`config.mk`:
```
export PLATFORM = sky130hd
export DESIGN_NAME = secant_threshold_search
export DESIGN_NICKNAME = d
export VERILOG_FILES = /design/src/sv/sts_pkg.sv /design/src/sv/sts_ctrl.sv /design/src/sv/sts_dpath.sv /design/src/sv/secant_threshold_search.sv
export SDC_FILE = /design/constraint.sdc
export NUM_CORES = 2
export LEC_CHECK = 0
export BUFFER_PORTS_ARGS = -buffer_cell sky130_fd_sc_hd__clkbuf_2
export CAP_MARGIN = 10
export CORE_UTILIZATION = 50
export DETAILED_ROUTE_END_ITERATION = 8
export GPL_ROUTABILITY_DRIVEN = 0
export MAX_ROUTING_LAYER = met4
export PLACE_DENSITY = 0.76
export RECOVER_POWER = 25
export SLEW_MARGIN = 40
export SYNTH_ARGS = -nofsm -noshare
export SYNTH_HDL_FRONTEND = slang
export SYNTH_SLANG_ARGS = --single-unit
```
`constraint.sdc`:
```
create_clock -name clk -period 21 [get_ports clk]
set_input_delay 2.1 -clock clk [delete_from_list [all_inputs] [get_ports clk]]
set_output_delay 2.1 -clock clk [all_outputs]
set_load 0.01 [all_outputs]
```
`src/sv/sts_pkg.sv`:
```
// shared types, constants and helpers for the secant threshold search
// used by sts_ctrl, sts_dpath, secant_threshold_search and sts_checker
package sts_pkg;

  localparam int LEVEL_BITS  = 32;
  localparam int ERR_BITS    = 31;
  localparam int ITER_BITS   = 10;
  localparam int MAG_BITS    = LEVEL_BITS + 1;
  localparam int PROD_BITS   = 2 * MAG_BITS;
  localparam int QUOT_BITS   = LEVEL_BITS + 2;
  localparam int MUL_STEPS   = MAG_BITS;
  localparam int DIV_STEPS   = QUOT_BITS;
  localparam int CNT_BITS    = 6;
  localparam int IN_BYTES    = 5;
  localparam int OUT_BYTES   = 8;
  localparam int ADDR_BITS   = 4;
  localparam int DATA_BITS   = 32;

  localparam logic [ERR_BITS-1:0]   ACC_RESET   = ERR_BITS'(6554);
  localparam logic [ITER_BITS-1:0]  ITER_RESET  = ITER_BITS'(20);
  localparam logic [LEVEL_BITS-1:0] GUESS_RESET = LEVEL_BITS'(6553600);
  localparam logic [6:0]            SCALE_MUL   = 7'd101;
  localparam logic [6:0]            SCALE_BIAS  = 7'd50;
  localparam logic [6:0]            SCALE_DIV   = 7'd100;
  localparam logic [MAG_BITS-1:0]   STEP_LIMIT  = {1'b1, {LEVEL_BITS{1'b0}}};

  typedef enum logic [1:0] {
    REG_TARGET_LEVEL = 2'd0,
    REG_TARGET_ACC   = 2'd1,
    REG_MAX_ITER     = 2'd2,
    REG_INIT_GUESS   = 2'd3
  } reg_idx_t;

  typedef enum logic {
    OP_START   = 1'b0,
    OP_MEASURE = 1'b1
  } opcode_t;

  typedef enum logic [1:0] {
    ST_REQUEST = 2'd0,
    ST_FOUND   = 2'd1,
    ST_GAVE_UP = 2'd2,
    ST_ERROR   = 2'd3
  } status_t;

  typedef enum logic [1:0] {
    PH_IDLE   = 2'd0,
    PH_FIRST  = 2'd1,
    PH_SEARCH = 2'd2
  } phase_t;

  typedef enum logic [2:0] {
    K_ERR        = 3'd0,
    K_FIRST      = 3'd1,
    K_BEGIN      = 3'd2,
    K_BEGIN_MEAS = 3'd3,
    K_FOUND      = 3'd4,
    K_STEP       = 3'd5
  } kind_t;

  typedef struct packed {
    logic [LEVEL_BITS-1:0] target_level;
    logic [ERR_BITS-1:0]   target_accuracy;
    logic [ITER_BITS-1:0]  max_iterations;
    logic [LEVEL_BITS-1:0] initial_guess;
  } cfg_t;

  typedef struct packed {
    logic  load;
    logic  init_mul;
    logic  mul_step;
    logic  add;
    logic  div_step;
    logic  commit;
    kind_t kind;
  } cmd_t;

  typedef struct packed {
    logic   opcode;
    logic   first_pass;
    logic   model_failed;
    logic   acc_zero;
    phase_t phase;
    logic   found;
    logic   dx_zero;
    logic   dy_zero;
    logic   mul_done;
    logic   div_done;
    logic   out_free;
  } stat_t;

  // clamp a widened level back into the signed level range
  function automatic logic [LEVEL_BITS-1:0] sat_level(input logic signed [QUOT_BITS-1:0] x);
    logic signed [QUOT_BITS-1:0] hi;
    logic signed [QUOT_BITS-1:0] lo;
    hi = QUOT_BITS'({1'b0, {(LEVEL_BITS-1){1'b1}}});
    lo = -hi - QUOT_BITS'(1);
    if (x > hi) return hi[LEVEL_BITS-1:0];
    else if (x < lo) return lo[LEVEL_BITS-1:0];
    else return x[LEVEL_BITS-1:0];
  endfunction

endpackage

```
`src/sv/sts_ctrl.sv`:
```
// controller state machine of the secant threshold search
// depends on sts_pkg; drives sts_dpath through cmd_t and reads stat_t
module sts_ctrl (
  input  logic            clk,
  input  logic            rst,
  input  logic            in_valid,
  output logic            in_ready,
  input  sts_pkg::stat_t  stat,
  output sts_pkg::cmd_t   cmd
);

  typedef enum logic [5:0] {
    S_IDLE   = 6'b000001,
    S_DECODE = 6'b000010,
    S_MUL    = 6'b000100,
    S_ADD    = 6'b001000,
    S_DIV    = 6'b010000,
    S_EMIT   = 6'b100000
  } state_t;

  state_t        state, state_next;
  sts_pkg::kind_t kind, kind_dec;
  logic          need_arith;

  // classify the request from the latched item and the search state
  always_comb begin
    kind_dec = sts_pkg::K_ERR;
    if (stat.opcode == sts_pkg::OP_START) begin
      if (stat.acc_zero) kind_dec = sts_pkg::K_ERR;
      else if (stat.first_pass) kind_dec = sts_pkg::K_FIRST;
      else kind_dec = sts_pkg::K_BEGIN;
    end else begin
      if (stat.phase == sts_pkg::PH_IDLE || stat.model_failed) kind_dec = sts_pkg::K_ERR;
      else if (stat.phase == sts_pkg::PH_FIRST) kind_dec = sts_pkg::K_BEGIN_MEAS;
      else if (stat.found) kind_dec = sts_pkg::K_FOUND;
      else kind_dec = sts_pkg::K_STEP;
    end
    need_arith = (kind_dec == sts_pkg::K_BEGIN) || (kind_dec == sts_pkg::K_BEGIN_MEAS) ||
                 (kind_dec == sts_pkg::K_STEP && !stat.dx_zero && !stat.dy_zero);
  end

  // next state and commands
  always_comb begin
    state_next   = state;
    cmd          = '0;
    cmd.kind     = kind;
    unique case (state)
      S_IDLE: begin
        cmd.load = in_valid;
        if (in_valid) state_next = S_DECODE;
      end
      S_DECODE: begin
        cmd.kind = kind_dec;
        if (need_arith) begin
          cmd.init_mul = 1'b1;
          state_next   = S_MUL;
        end else begin
          state_next = S_EMIT;
        end
      end
      S_MUL: begin
        cmd.mul_step = 1'b1;
        if (stat.mul_done) state_next = S_ADD;
      end
      S_ADD: begin
        cmd.add    = 1'b1;
        state_next = S_DIV;
      end
      S_DIV: begin
        cmd.div_step = 1'b1;
        if (stat.div_done) state_next = S_EMIT;
      end
      S_EMIT: begin
        cmd.commit = stat.out_free;
        if (stat.out_free) state_next = S_IDLE;
      end
      default: state_next = S_IDLE;
    endcase
  end

  // state and request kind registers
  always_ff @(posedge clk) begin
    if (rst) begin
      state <= S_IDLE;
      kind  <= sts_pkg::K_ERR;
    end else begin
      state <= state_next;
      if (state == S_DECODE) kind <= kind_dec;
    end
  end

  assign in_ready = (state == S_IDLE);

endmodule

```
`src/sv/sts_dpath.sv`:
```
// datapath of the secant threshold search: search state, shift-add
// multiplier, restoring divider and output register; depends on sts_pkg
module sts_dpath (
  input  logic                           clk,
  input  logic                           rst,
  input  sts_pkg::cfg_t                  cfg,
  input  sts_pkg::cmd_t                  cmd,
  output sts_pkg::stat_t                 stat,
  input  logic                           in_opcode,
  input  logic                           in_first_pass,
  input  logic [sts_pkg::LEVEL_BITS-1:0] in_measured_level,
  input  logic                           in_model_failed,
  output logic                           out_valid,
  input  logic                           out_ready,
  output sts_pkg::status_t               out_status,
  output logic [sts_pkg::LEVEL_BITS-1:0] out_stimulus_level,
  output logic [sts_pkg::ERR_BITS-1:0]   out_best_error
);

  localparam int LB = sts_pkg::LEVEL_BITS;
  localparam int MB = sts_pkg::MAG_BITS;
  localparam int PB = sts_pkg::PROD_BITS;
  localparam int QB = sts_pkg::QUOT_BITS;
  localparam int CB = sts_pkg::CNT_BITS;

  // latched item
  logic          opcode, first_pass, model_failed;
  logic [LB-1:0] meas;

  // search state
  sts_pkg::phase_t phase;
  logic [LB-1:0]   prev_in, cur_in, cur_out, prev_out, best_in, best_out;
  logic [MB-1:0]   best_err;
  logic [sts_pkg::ITER_BITS-1:0] step_count;

  // arithmetic unit
  logic [MB-1:0] op_a, op_d;
  logic [6:0]    op_c;
  logic [MB-1:0] mul_hi, mul_lo;
  logic [MB-1:0] rem;
  logic [QB-1:0] div_lo, quot;
  logic          big;
  logic [CB-1:0] cnt;

  // derived values
  logic signed [MB-1:0] diff, dx, dy;
  logic [MB-1:0]        aerr, dx_mag, dy_mag;
  logic                 neg, neg_flat;
  logic [MB:0]          mul_sum;
  logic [PB-1:0]        num;
  logic [QB-1:0]        rem_sh;
  logic                 rem_ge;
  logic                 rnd;
  logic [QB:0]          q_rnd;
  logic [MB-1:0]        q_step;
  logic signed [QB-1:0] next_lvl, scaled;
  logic [LB-1:0]        step_lvl, begin_lvl;
  logic                 better, give_up;
  logic [LB-1:0]        best_in_n, best_out_n;
  logic [MB-1:0]        best_err_n;
  logic [sts_pkg::ITER_BITS-1:0] step_n, iter_lim;

  // differences and errors of the present measurement
  always_comb begin
    diff   = $signed({cfg.target_level[LB-1], cfg.target_level}) -
             $signed({meas[LB-1], meas});
    dx     = $signed({cur_in[LB-1], cur_in}) - $signed({prev_in[LB-1], prev_in});
    dy     = $signed({meas[LB-1], meas}) - $signed({cur_out[LB-1], cur_out});
    aerr   = diff[MB-1] ? MB'(-diff) : MB'(diff);
    dx_mag = dx[MB-1] ? MB'(-dx) : MB'(dx);
    dy_mag = dy[MB-1] ? MB'(-dy) : MB'(dy);
    neg_flat = diff[MB-1] ^ dx[MB-1];
    neg      = neg_flat ^ dy[MB-1];
  end

  // one multiplier bit, the bias add and one quotient bit
  always_comb begin
    mul_sum = {1'b0, mul_hi} + (mul_lo[0] ? {1'b0, op_a} : '0);
    num     = {mul_hi, mul_lo} + PB'(op_c);
    rem_sh  = {rem, div_lo[QB-1]};
    rem_ge  = rem_sh >= {1'b0, op_d};
  end

  // secant step from the quotient, rounded and limited, and the scaled start level
  always_comb begin
    rnd    = {rem, 1'b0} >= {1'b0, op_d};
    q_rnd  = {1'b0, quot} + (QB+1)'(rnd);
    if (dx_mag == '0) q_step = '0;
    else if (dy_mag == '0) q_step = sts_pkg::STEP_LIMIT;
    else if (big || q_rnd > (QB+1)'(sts_pkg::STEP_LIMIT)) q_step = sts_pkg::STEP_LIMIT;
    else q_step = q_rnd[MB-1:0];
    if ((dy_mag == '0) ? neg_flat : neg)
      next_lvl = $signed({{(QB-LB){cur_in[LB-1]}}, cur_in}) - $signed({1'b0, q_step});
    else
      next_lvl = $signed({{(QB-LB){cur_in[LB-1]}}, cur_in}) + $signed({1'b0, q_step});
    step_lvl = sts_pkg::sat_level(next_lvl);
    scaled   = prev_in[LB-1] ? -$signed(quot) : $signed(quot);
    begin_lvl = sts_pkg::sat_level(scaled);
  end

  // best point and iteration limit
  always_comb begin
    better     = aerr < best_err;
    best_err_n = better ? aerr : best_err;
    best_in_n  = better ? cur_in : best_in;
    best_out_n = better ? meas : best_out;
    step_n     = step_count + 1'b1;
    iter_lim   = (cfg.max_iterations == '0) ? sts_pkg::ITER_BITS'(1) : cfg.max_iterations;
    give_up    = step_n >= iter_lim;
  end

  // status towards the controller
  always_comb begin
    stat.opcode       = opcode;
    stat.first_pass   = first_pass;
    stat.model_failed = model_failed;
    stat.acc_zero     = (cfg.target_accuracy == '0);
    stat.phase        = phase;
    stat.found        = aerr <= {2'b0, cfg.target_accuracy};
    stat.dx_zero      = (dx_mag == '0);
    stat.dy_zero      = (dy_mag == '0);
    stat.mul_done     = (cnt == CB'(sts_pkg::MUL_STEPS - 1));
    stat.div_done     = (cnt == CB'(sts_pkg::DIV_STEPS - 1));
    stat.out_free     = !out_valid || out_ready;
  end

  // item latch
  always_ff @(posedge clk) begin
    if (cmd.load) begin
      opcode       <= in_opcode;
      first_pass   <= in_first_pass;
      meas         <= in_measured_level;
      model_failed <= in_model_failed;
    end
  end

  // multiplier and divider sequencing
  always_ff @(posedge clk) begin
    if (cmd.init_mul) begin
      cnt    <= '0;
      mul_hi <= '0;
      if (cmd.kind == sts_pkg::K_STEP) begin
        op_a   <= aerr;
        mul_lo <= dx_mag;
        op_c   <= '0;
        op_d   <= dy_mag;
      end else begin
        op_a   <= prev_in[LB-1] ? MB'(-$signed({1'b1, prev_in})) : {1'b0, prev_in};
        mul_lo <= MB'(sts_pkg::SCALE_MUL);
        op_c   <= sts_pkg::SCALE_BIAS;
        op_d   <= MB'(sts_pkg::SCALE_DIV);
      end
    end else if (cmd.mul_step) begin
      cnt    <= cnt + 1'b1;
      mul_hi <= mul_sum[MB:1];
      mul_lo <= {mul_sum[0], mul_lo[MB-1:1]};
    end else if (cmd.add) begin
      cnt    <= '0;
      big    <= {1'b0, num[PB-1:QB]} >= op_d;
      rem    <= {1'b0, num[PB-1:QB]};
      div_lo <= num[QB-1:0];
      quot   <= '0;
    end else if (cmd.div_step) begin
      cnt    <= cnt + 1'b1;
      rem    <= rem_ge ? MB'(rem_sh - {1'b0, op_d}) : rem_sh[MB-1:0];
      div_lo <= {div_lo[QB-2:0], 1'b0};
      quot   <= {quot[QB-2:0], rem_ge};
    end
  end

  // search state update and result at commit
  always_ff @(posedge clk) begin
    if (rst) begin
      phase      <= sts_pkg::PH_IDLE;
      prev_in    <= '0;
      cur_in     <= '0;
      cur_out    <= '0;
      prev_out   <= '0;
      best_err   <= '1;
      best_in    <= '0;
      best_out   <= '0;
      step_count <= '0;
      out_valid  <= 1'b0;
    end else if (cmd.commit) begin
      out_valid      <= 1'b1;
      out_best_error <= '0;
      unique case (cmd.kind)
        sts_pkg::K_ERR: begin
          phase              <= sts_pkg::PH_IDLE;
          out_status         <= sts_pkg::ST_ERROR;
          out_stimulus_level <= '0;
        end
        sts_pkg::K_FIRST: begin
          prev_in            <= cfg.initial_guess;
          phase              <= sts_pkg::PH_FIRST;
          out_status         <= sts_pkg::ST_REQUEST;
          out_stimulus_level <= cfg.initial_guess;
        end
        sts_pkg::K_BEGIN, sts_pkg::K_BEGIN_MEAS: begin
          if (cmd.kind == sts_pkg::K_BEGIN_MEAS) cur_out <= meas;
          cur_in             <= begin_lvl;
          step_count         <= '0;
          best_err           <= '1;
          phase              <= sts_pkg::PH_SEARCH;
          out_status         <= sts_pkg::ST_REQUEST;
          out_stimulus_level <= begin_lvl;
        end
        sts_pkg::K_FOUND: begin
          prev_out           <= cur_out;
          cur_out            <= meas;
          phase              <= sts_pkg::PH_IDLE;
          out_status         <= sts_pkg::ST_FOUND;
          out_stimulus_level <= cur_in;
        end
        sts_pkg::K_STEP: begin
          prev_out   <= cur_out;
          best_err   <= best_err_n;
          best_in    <= best_in_n;
          best_out   <= best_out_n;
          step_count <= step_n;
          cur_in     <= step_lvl;
          if (give_up) begin
            prev_in            <= best_in_n;
            cur_out            <= best_out_n;
            phase              <= sts_pkg::PH_IDLE;
            out_status         <= sts_pkg::ST_GAVE_UP;
            out_stimulus_level <= best_in_n;
            out_best_error     <= (best_err_n[MB-1:sts_pkg::ERR_BITS] != '0) ?
                                  '1 : best_err_n[sts_pkg::ERR_BITS-1:0];
          end else begin
            prev_in            <= cur_in;
            cur_out            <= meas;
            out_status         <= sts_pkg::ST_REQUEST;
            out_stimulus_level <= step_lvl;
          end
        end
        default: begin
          phase              <= sts_pkg::PH_IDLE;
          out_status         <= sts_pkg::ST_ERROR;
          out_stimulus_level <= '0;
        end
      endcase
    end else if (out_ready) begin
      out_valid <= 1'b0;
    end
  end

endmodule

```
`src/sv/secant_threshold_search.sv`:
```
// Secant threshold search. A start request either asks for the initial
// guess first or goes straight to a request at 1.01 times the previous
// level (or gives an error when the target accuracy is zero); each
// measured-response request then yields one result: the next level to
// measure, found, gave up with the best level, or error. A request that
// needs a secant step or the 1.01 scaling runs one shared shift-add
// multiplier and a restoring divider in turn, plus decode, bias add and
// commit; other requests go from decode straight to commit. One request
// is worked at a time; a new one is accepted while the previous result
// still waits in the output register. Levels are signed Q16.16 dB.
// top level: configuration registers, controller and datapath; depends on
// sts_pkg, sts_ctrl and sts_dpath
module secant_threshold_search (
  input  logic                            clk,
  input  logic                            rst,
  input  logic                            psel,
  input  logic                            penable,
  input  logic                            pwrite,
  input  logic [sts_pkg::ADDR_BITS-1:0]   paddr,
  input  logic [sts_pkg::DATA_BITS-1:0]   pwdata,
  output logic [sts_pkg::DATA_BITS-1:0]   prdata,
  output logic                            pready,
  input  logic                            s_axis_tvalid,
  output logic                            s_axis_tready,
  // [0] first_pass, [32:1] measured_level, [33] model_failed, rest zero
  input  logic [8*sts_pkg::IN_BYTES-1:0]  s_axis_tdata,
  // [0] opcode
  input  logic                            s_axis_tuser,
  output logic                            m_axis_tvalid,
  input  logic                            m_axis_tready,
  // [31:0] stimulus_level, [62:32] best_error, [63] zero
  output logic [8*sts_pkg::OUT_BYTES-1:0] m_axis_tdata,
  // [1:0] status
  output logic [1:0]                      m_axis_tuser
);

  localparam int LB = sts_pkg::LEVEL_BITS;

  sts_pkg::cfg_t      cfg;
  sts_pkg::cmd_t      cmd;
  sts_pkg::stat_t     stat;
  sts_pkg::reg_idx_t  reg_idx;
  sts_pkg::status_t   status;
  logic [LB-1:0]      stim;
  logic [sts_pkg::ERR_BITS-1:0] best_error;

  assign pready  = 1'b1;
  assign reg_idx = sts_pkg::reg_idx_t'(paddr[3:2]);

  // configuration register writes
  always_ff @(posedge clk) begin
    if (rst) begin
      cfg.target_level    <= '0;
      cfg.target_accuracy <= sts_pkg::ACC_RESET;
      cfg.max_iterations  <= sts_pkg::ITER_RESET;
      cfg.initial_guess   <= sts_pkg::GUESS_RESET;
    end else if (psel && penable && pwrite && pready) begin
      unique case (reg_idx)
        sts_pkg::REG_TARGET_LEVEL: cfg.target_level <= pwdata[LB-1:0];
        sts_pkg::REG_TARGET_ACC:   cfg.target_accuracy <= pwdata[sts_pkg::ERR_BITS-1:0];
        sts_pkg::REG_MAX_ITER:     cfg.max_iterations <= pwdata[sts_pkg::ITER_BITS-1:0];
        sts_pkg::REG_INIT_GUESS:   cfg.initial_guess <= pwdata[LB-1:0];
        default: ;
      endcase
    end
  end

  // register read back
  always_comb begin
    unique case (reg_idx)
      sts_pkg::REG_TARGET_LEVEL: prdata = cfg.target_level;
      sts_pkg::REG_TARGET_ACC:   prdata = {1'b0, cfg.target_accuracy};
      sts_pkg::REG_MAX_ITER:     prdata = {{(sts_pkg::DATA_BITS-sts_pkg::ITER_BITS){1'b0}},
                                           cfg.max_iterations};
      sts_pkg::REG_INIT_GUESS:   prdata = cfg.initial_guess;
      default:                   prdata = '0;
    endcase
  end

  sts_ctrl u_ctrl (
    .clk      (clk),
    .rst      (rst),
    .in_valid (s_axis_tvalid),
    .in_ready (s_axis_tready),
    .stat     (stat),
    .cmd      (cmd)
  );

  sts_dpath u_dpath (
    .clk                (clk),
    .rst                (rst),
    .cfg                (cfg),
    .cmd                (cmd),
    .stat               (stat),
    .in_opcode          (s_axis_tuser),
    .in_first_pass      (s_axis_tdata[0]),
    .in_measured_level  (s_axis_tdata[LB:1]),
    .in_model_failed    (s_axis_tdata[LB+1]),
    .out_valid          (m_axis_tvalid),
    .out_ready          (m_axis_tready),
    .out_status         (status),
    .out_stimulus_level (stim),
    .out_best_error     (best_error)
  );

  assign m_axis_tuser = status;
  assign m_axis_tdata = {1'b0, best_error, stim};

endmodule

```
Yosys cells after proc, flatten, opt, wreduce, memory -nomap -nowiden
Index checks and enable logic that the tools add are counted.

cells by class
  $add $sub $neg = 16
  reduce and logical (&&, ||, !) cells = 42
  multiplexer cells = 71
  equal/unequal tests = 26
  $lt $le $gt $ge = 11
  bitwise logic cells = 5

operator list
  cell                  number
  $mux 33               15
  $mux 32               11
  $pmux 32 s4           2
  $mux 34               5
  $neg 33->33           4
  $pmux 32 s2           2
  $sub 32x32->33        3
  $pmux 32 s3           1
  $ge 34x33->1          2
  $gt 34x32->1 const B  2
  $lt 34x32->1 const B  2
  $add 66x7->66         1
  $logic_not 33->1      2
  $pmux 33 s2           1
  $mux 6                9
  $pmux 6 s6            1
  $add 34x1->35         1
  $gt 35x33->1 const B  1
  $add 32x34->34        1
  $add 33x34->34        1
  $neg 34->34           1
  $sub 32x34->34        1
  $ge 32x33->1          1
  $le 33x31->1          1
  other kinds (40)      100

storage, ports and cells
  word-level logic and storage cells = 204
  output and inout port bits = 101
  bits of input ports = 84
  register bits = 667

Longest topological paths before layout
  word-level depth = 16
  mapped depth = 56

Cells and area by module
From an unflattened synthesis, not the netlist that was laid out.

second synthesis, totals
  cell total of the unflattened synthesis = 5,987
  area total of the unflattened synthesis = 49,974.2 um2

by module, submodules not included
  module                   cells each  times used  area each (um2)  seq. area each (um2)
  sts_dpath                5,446       1           44,413.8         13,973.4
  secant_threshold_search  481         1           5,017.3          2,102.0
  sts_ctrl                 60          1           543.0            180.2

Least setup slack after synthesis
OpenSTA, ideal clock, no wires.

  path type = register -> register
  from = reg u_dpath.rem[2]
  to = reg u_dpath.cur_in[24]
  arrival time = 9.837 ns
  period minus slack after synthesis = 9.923 ns
  path buffers = 4
  setup slack = 11.077 ns
  cell stages (with the launch flop) = 55
  setup time = 0.086 ns
  cells stage by stage = edfxtp_1 -> ha_1 -> a21o_1 -> a21o_1 -> a21oi_1 -> o21bai_1 -> a21oi_1 -> o21bai_1 -> a221o_1 -> a21o_1 -> a21oi_1 -> o21ai_0 -> a21oi_1 -> o21ai_0 -> ha_1 -> and2_1 -> and2_0 -> and2_0 -> (+19 left out) -> o21a_1 -> o21a_1 -> nand3_1 -> a21oi_1 -> a2111oi_0 -> nor4_1 -> nor2_1 -> a31oi_1 -> a221o_1 -> o21a_1 -> xnor2_1 -> nand2_1 -> or4b_1 -> mux2_2 -> o211ai_2 -> buf_4 -> a21oi_1 -> a211oi_1

on the way
  longest elaborated chain between the ends = 13

ends and longest elaborated chain
  item                                                     line                              RTL
  start, declared                                          sts_dpath.sv:40                   logic [MB-1:0] rem;
  start signal, assigned                                   sts_dpath.sv:160                  rem <= {1'b0, num[PB-1:QB]};
  start signal, assigned                                   sts_dpath.sv:165                  rem <= rem_ge ? MB'(rem_sh - {1'b0, op_d}) : rem_sh[MB-1:0];
  $ge 34x33->1 (*)                                         sts_dpath.sv:86                   rnd = {rem, 1'b0} >= {1'b0, op_d};
  $add 34x1->35 (*)                                        sts_dpath.sv:87                   q_rnd = {1'b0, quot} + (QB+1)'(rnd);
  $gt 35x33->1                                             sts_dpath.sv:90                   else if (big || q_rnd > (QB+1)'(sts_pkg::STEP_LIMIT)) q_step = sts_pkg::STEP_LIMIT;
  $logic_or 1x1->1                                         sts_dpath.sv:90
  $mux 33 (*)                                              sts_dpath.sv:90
  $mux 33 (*)                                              sts_dpath.sv:89                   else if (dy_mag == '0) q_step = sts_pkg::STEP_LIMIT;
  $mux 33 (*)                                              sts_dpath.sv:88                   if (dx_mag == '0) q_step = '0;
  $add 32x34->34 / $sub 32x34->34 (equally long branches)  sts_dpath.sv:95, sts_dpath.sv:93
  $mux 34 (*)                                              sts_dpath.sv:92                   if ((dy_mag == '0) ? neg_flat : neg)
  $lt 34x32->1                                             sts_pkg.sv:99                     else if (x < lo) return lo[LEVEL_BITS-1:0];
  $mux 32                                                  sts_pkg.sv:99
  $mux 32 (*)                                              sts_pkg.sv:98                     if (x > hi) return hi[LEVEL_BITS-1:0];
  $pmux 32 s2 (*)                                          sts_dpath.sv:187                  unique case (cmd.kind)
  end signal, assigned                                     sts_dpath.sv:201                  cur_in <= begin_lvl;
  end signal, assigned                                     sts_dpath.sv:221                  cur_in <= step_lvl;
  end, declared                                            sts_dpath.sv:32                   logic [LB-1:0] prev_in, cur_in, cur_out, prev_out, best_in, best_out;

Mark *: on every way between the ends. The rest lies on a longest branch, timed or not.
A chain may end at the register's enable or synchronous reset.

Worst setup path after layout
  from = reg u_dpath.rem[2]
  to = reg u_dpath.out_stimulus_level[3] (netlist bit), data pin

on the way
  longest elaborated chain between the ends = 14

ends and longest elaborated chain
  item                                                     line                              RTL
  $ge 34x33->1 (*)                                         sts_dpath.sv:86
  $add 34x1->35 (*)                                        sts_dpath.sv:87
  $gt 35x33->1                                             sts_dpath.sv:90
  $logic_or 1x1->1                                         sts_dpath.sv:90
  $mux 33 (*)                                              sts_dpath.sv:90
  $mux 33 (*)                                              sts_dpath.sv:89
  $mux 33 (*)                                              sts_dpath.sv:88
  $add 32x34->34 / $sub 32x34->34 (equally long branches)  sts_dpath.sv:95, sts_dpath.sv:93
  $mux 34 (*)                                              sts_dpath.sv:92
  $lt 34x32->1                                             sts_pkg.sv:99
  $mux 32                                                  sts_pkg.sv:99
  $mux 32 (*)                                              sts_pkg.sv:98
  $mux 32 (*)                                              sts_dpath.sv:222                  if (give_up) begin
  $pmux 32 s4 (*)                                          sts_dpath.sv:187
  end signal, assigned                                     sts_dpath.sv:197                  out_stimulus_level <= cfg.initial_guess;
  end signal, assigned                                     sts_dpath.sv:227                  out_stimulus_level <= best_in_n;
  end signal, assigned                                     sts_dpath.sv:234                  out_stimulus_level <= step_lvl;
  end, declared                                            sts_dpath.sv:16                   output logic [sts_pkg::LEVEL_BITS-1:0] out_stimulus_level,

Marks and branches as above.

==> qor.csv <==
metric;value;unit
outcome;finished, violations left;
failing checks;capacitance limit, slew limit;
Ports;185;
commonest non-fill, non-tap cells in the layout;nand2_1 (797), a21oi_1 (586), nor2_1 (561);
asr flop ratio synth;0;%
leakage power;21.2;nW
clock tree buffer depth;3;
post-route cell area;54300;um^2
CTS clk-pin slew, worst paths;60;ps
Die X;317;um
Synthesized Nets;6540;
Area Growth Syn to Fin;9.35;%
Yosys top cell area share;18.3;%
first-pass iteration count of the detailed router;9;
Worst Path Buf+Inv;3;
initial DRC count;6512;
area leader, netlist;edfxtp_1;
Area contributors post-synth;edfxtp_1 (18%), dfxtp_1 (14%), ha_1 (8.0%), nand2_1 (6.0%), a21oi_1 (5.9%);
layout cells sized above 1;7.97;%
die area;101000;um^2
via/cell ratio;6.40;
Yosys reg bits;661;
Total GRT Usage;33.1;%
family with the most delay on the worst path;simple AND/OR/NAND/NOR gates;
f_max;77.3;MHz
Tcrit/Tclk final;61.6;%
Max-slew headroom;-309;%
crit end category;flop;
post-cts sizing count;0;
Final Hold Viols;0;
WL final;166;mm
Syn Std Cell Area;49700;um^2
CP arrival;13260;ps
clock tree from TritonCTS;built;
vias in the first global route;43170;
post-synthesis cell type count;118;
Worst-Skew Late Latency;670;ps
leading cell type in the layout, fill and taps excluded;nand2_1;
VDD IR max;0.0874;mV
cell count after synthesis;6134;
Clock H-tree levels;3;
fill count;8976;
Post-synth EDFFs;302;
hold buffer count at cts;0;
Routed Antenna Nets;0;
largest net degree at the start of global routing;153;
Slew @ Worst Pin;6130;ps
Hold Path Class;flop to flop;
CP max-delay cell;a2111oi_0;
Period minus WS final;12940;ps
maxcap violations;6;
Rows;115;
Max Fanout on Critical Path;42;
WL/cell;22.3;um
area of the multi-input gates;31100;um^2
setup TNS;0;ps
Worst Reg2Reg Path Length in Cells;48;
detailed placement HPWL;124;mm
initial antenna violation count;10;
CTS Sinks;661;
nets@finish;6530;
Core Area;98400;um^2
first-pass GRT wire length;251;mm
sequential area share after synthesis;32.7;%
Starting Density;50.5;%
nature of the critical path startpoint;flop;
Hold Path Stages;2;
Port Buffers;174;
Required @ worst endpoint;21320;ps
RSZ-0062 raised after global routing;false;
setup violators final;0;
total CTS buffers;76;
Die Span Y;317;um
grt ovf;0;
Stages on worst setup path;48;
average size of a mapped cell;8.10;um^2
Final Max Tran Viols;444;
# DRC;0;
Slowest Stage Delay on Critical Path;720;ps
Yosys Warn Count;0;
clk root buf;clkbuf_16;
Synth Flop Type;dfxtp_1;
Reg area;16300;um^2
dpl cell area;51600;um^2
postcts setup bufs;0;
clk_skew;44.7;ps
Vias;47896;
worst setup path class;flop to flop;
pwr/cell area;71.4;nW/um^2
==> power breakdown <==
group	switching (mW)	internal, mW
registers	0.0342	1.37
clock network	0.591	0.838
logic	0.682	0.367
total	1.31	2.57
==> layer usage <==
layer | GRT usage (%) | vias up | share of wire [%]
li1 | - | 22123 | -
met3 | 8.39 | 603 | 13
met2 | 47.6 | 2784 | 42
met1 | 41.5 | 22386 | 38
met4 | 20.2 | 0 | 7.1
met5 | - | - | 0
==> logic make-up after synthesis <==
kind of cell / count (synthesis) / synth area share, %
xor gates and xnor gates: 433 / 7.65
DFF: 661 / 32.7
buffers and inverters: 650 / 5.09
and+or+nand+nor: 2230 / 21.2
AOI/OAI and AO/OA: 1703 / 22.1
muxes: 133 / 2.96
adders and majority gates: 322 / 8.20
other: 2 / 0.0151
==> cell usage after synthesis (12+ instances only) <==
library cell / number
o31ai_1: 70
o22a_1: 15
o21ai_0: 293
buf_1: 26
or3_1: 53
o2111ai_1: 16
a221oi_1: 32
a221o_1: 14
nor4_1: 43
a21o_1: 104
o22ai_1: 25
and2_1: 98
buf_2: 29
a2111oi_0: 26
nor3_1: 108
edfxtp_1: 302
nand2_1: 798
o21ai_1: 17
ha_1: 316
nor2_1: 564
or4_1: 17
inv_1: 312
xor2_1: 173
and3_1: 75
a21oi_1: 588
or2_2: 28
a211oi_1: 92
o21bai_1: 18
dfxtp_1: 359
nand2b_1: 71
xnor2_1: 259
and4_1: 15
nand4_1: 76
a311oi_1: 12
nand3_1: 144
o211ai_1: 91
mux2i_1: 114
o2bb2ai_1: 13
nand3b_1: 20
nor2b_1: 46
clkbuf_1: 272
o21a_1: 45
a31oi_1: 54
==> final timing paths <==
check / end / slack [ps] / start
hold / removal: u_dpath.best_out[2]$_SDFFE_PP0P_ / 450 / u_dpath.best_out[2]$_SDFFE_PP0P_
setup reg to reg: u_dpath.out_stimulus_level[3]$_DFFE_PP_ / 8060 / u_dpath.rem[2]$_DFFE_PP_
setup / recovery: u_dpath.out_stimulus_level[3]$_DFFE_PP_ / 8060 / u_dpath.rem[2]$_DFFE_PP_
hold reg to reg: u_dpath.best_out[2]$_SDFFE_PP0P_ / 450 / u_dpath.best_out[2]$_SDFFE_PP0P_
==> per-stage QoR <==
step	total power, mW	util [%]	std cells	setup slack (ps)	hold WS, ps
after global placement	2.40	52.3	7326	8420	441
after detailed placement	2.42	52.5	7331	8150	446
final	3.88	55.2	7482	8060	454
after floorplan	2.15	-	6134	11080	436
after CTS	3.84	55.1	7470	8100	455
after global routing	4.00	55.2	7480	7320	468
==> registers in the layout (all words and copies together), names as in the netlist, 32 cells and up <==
signal                      count
cfg                           105
u_dpath.div_lo                 34
u_dpath.quot                   34
u_dpath.best_err               33
u_dpath.mul_hi                 33
u_dpath.mul_lo                 33
u_dpath.op_a                   33
u_dpath.op_d                   33
u_dpath.rem                    33
u_dpath.best_in                32
u_dpath.best_out               32
u_dpath.cur_in                 32
u_dpath.cur_out                32
u_dpath.meas                   32
u_dpath.out_stimulus_level     32
u_dpath.prev_in                32
==> worst register-to-register path, delay by kind of cell (launching register included) <==
kind	cells	cell delay (ps)
and+or+nand+nor	19	4780
buffers and inverters	3	700
adders and majority gates	4	1300
xor gates and xnor gates	2	510
AOI/OAI and AO/OA	19	4450
DFF	1	380
muxes	1	480
==> final cells by class <==
cell class | instances | area share, %
clock buffer | 90 | 3.77
multi-input combinational | 4823 | 57.3
timing repair buffer | 249 | 2.72
clock inverter | 49 | 1.08
inverter | 313 | 2.17
tap | 1287 | 2.97
antenna | 10 | 0.0461
sequential | 661 | 29.9
No activity file was read; power rests on OpenSTA's default activity.
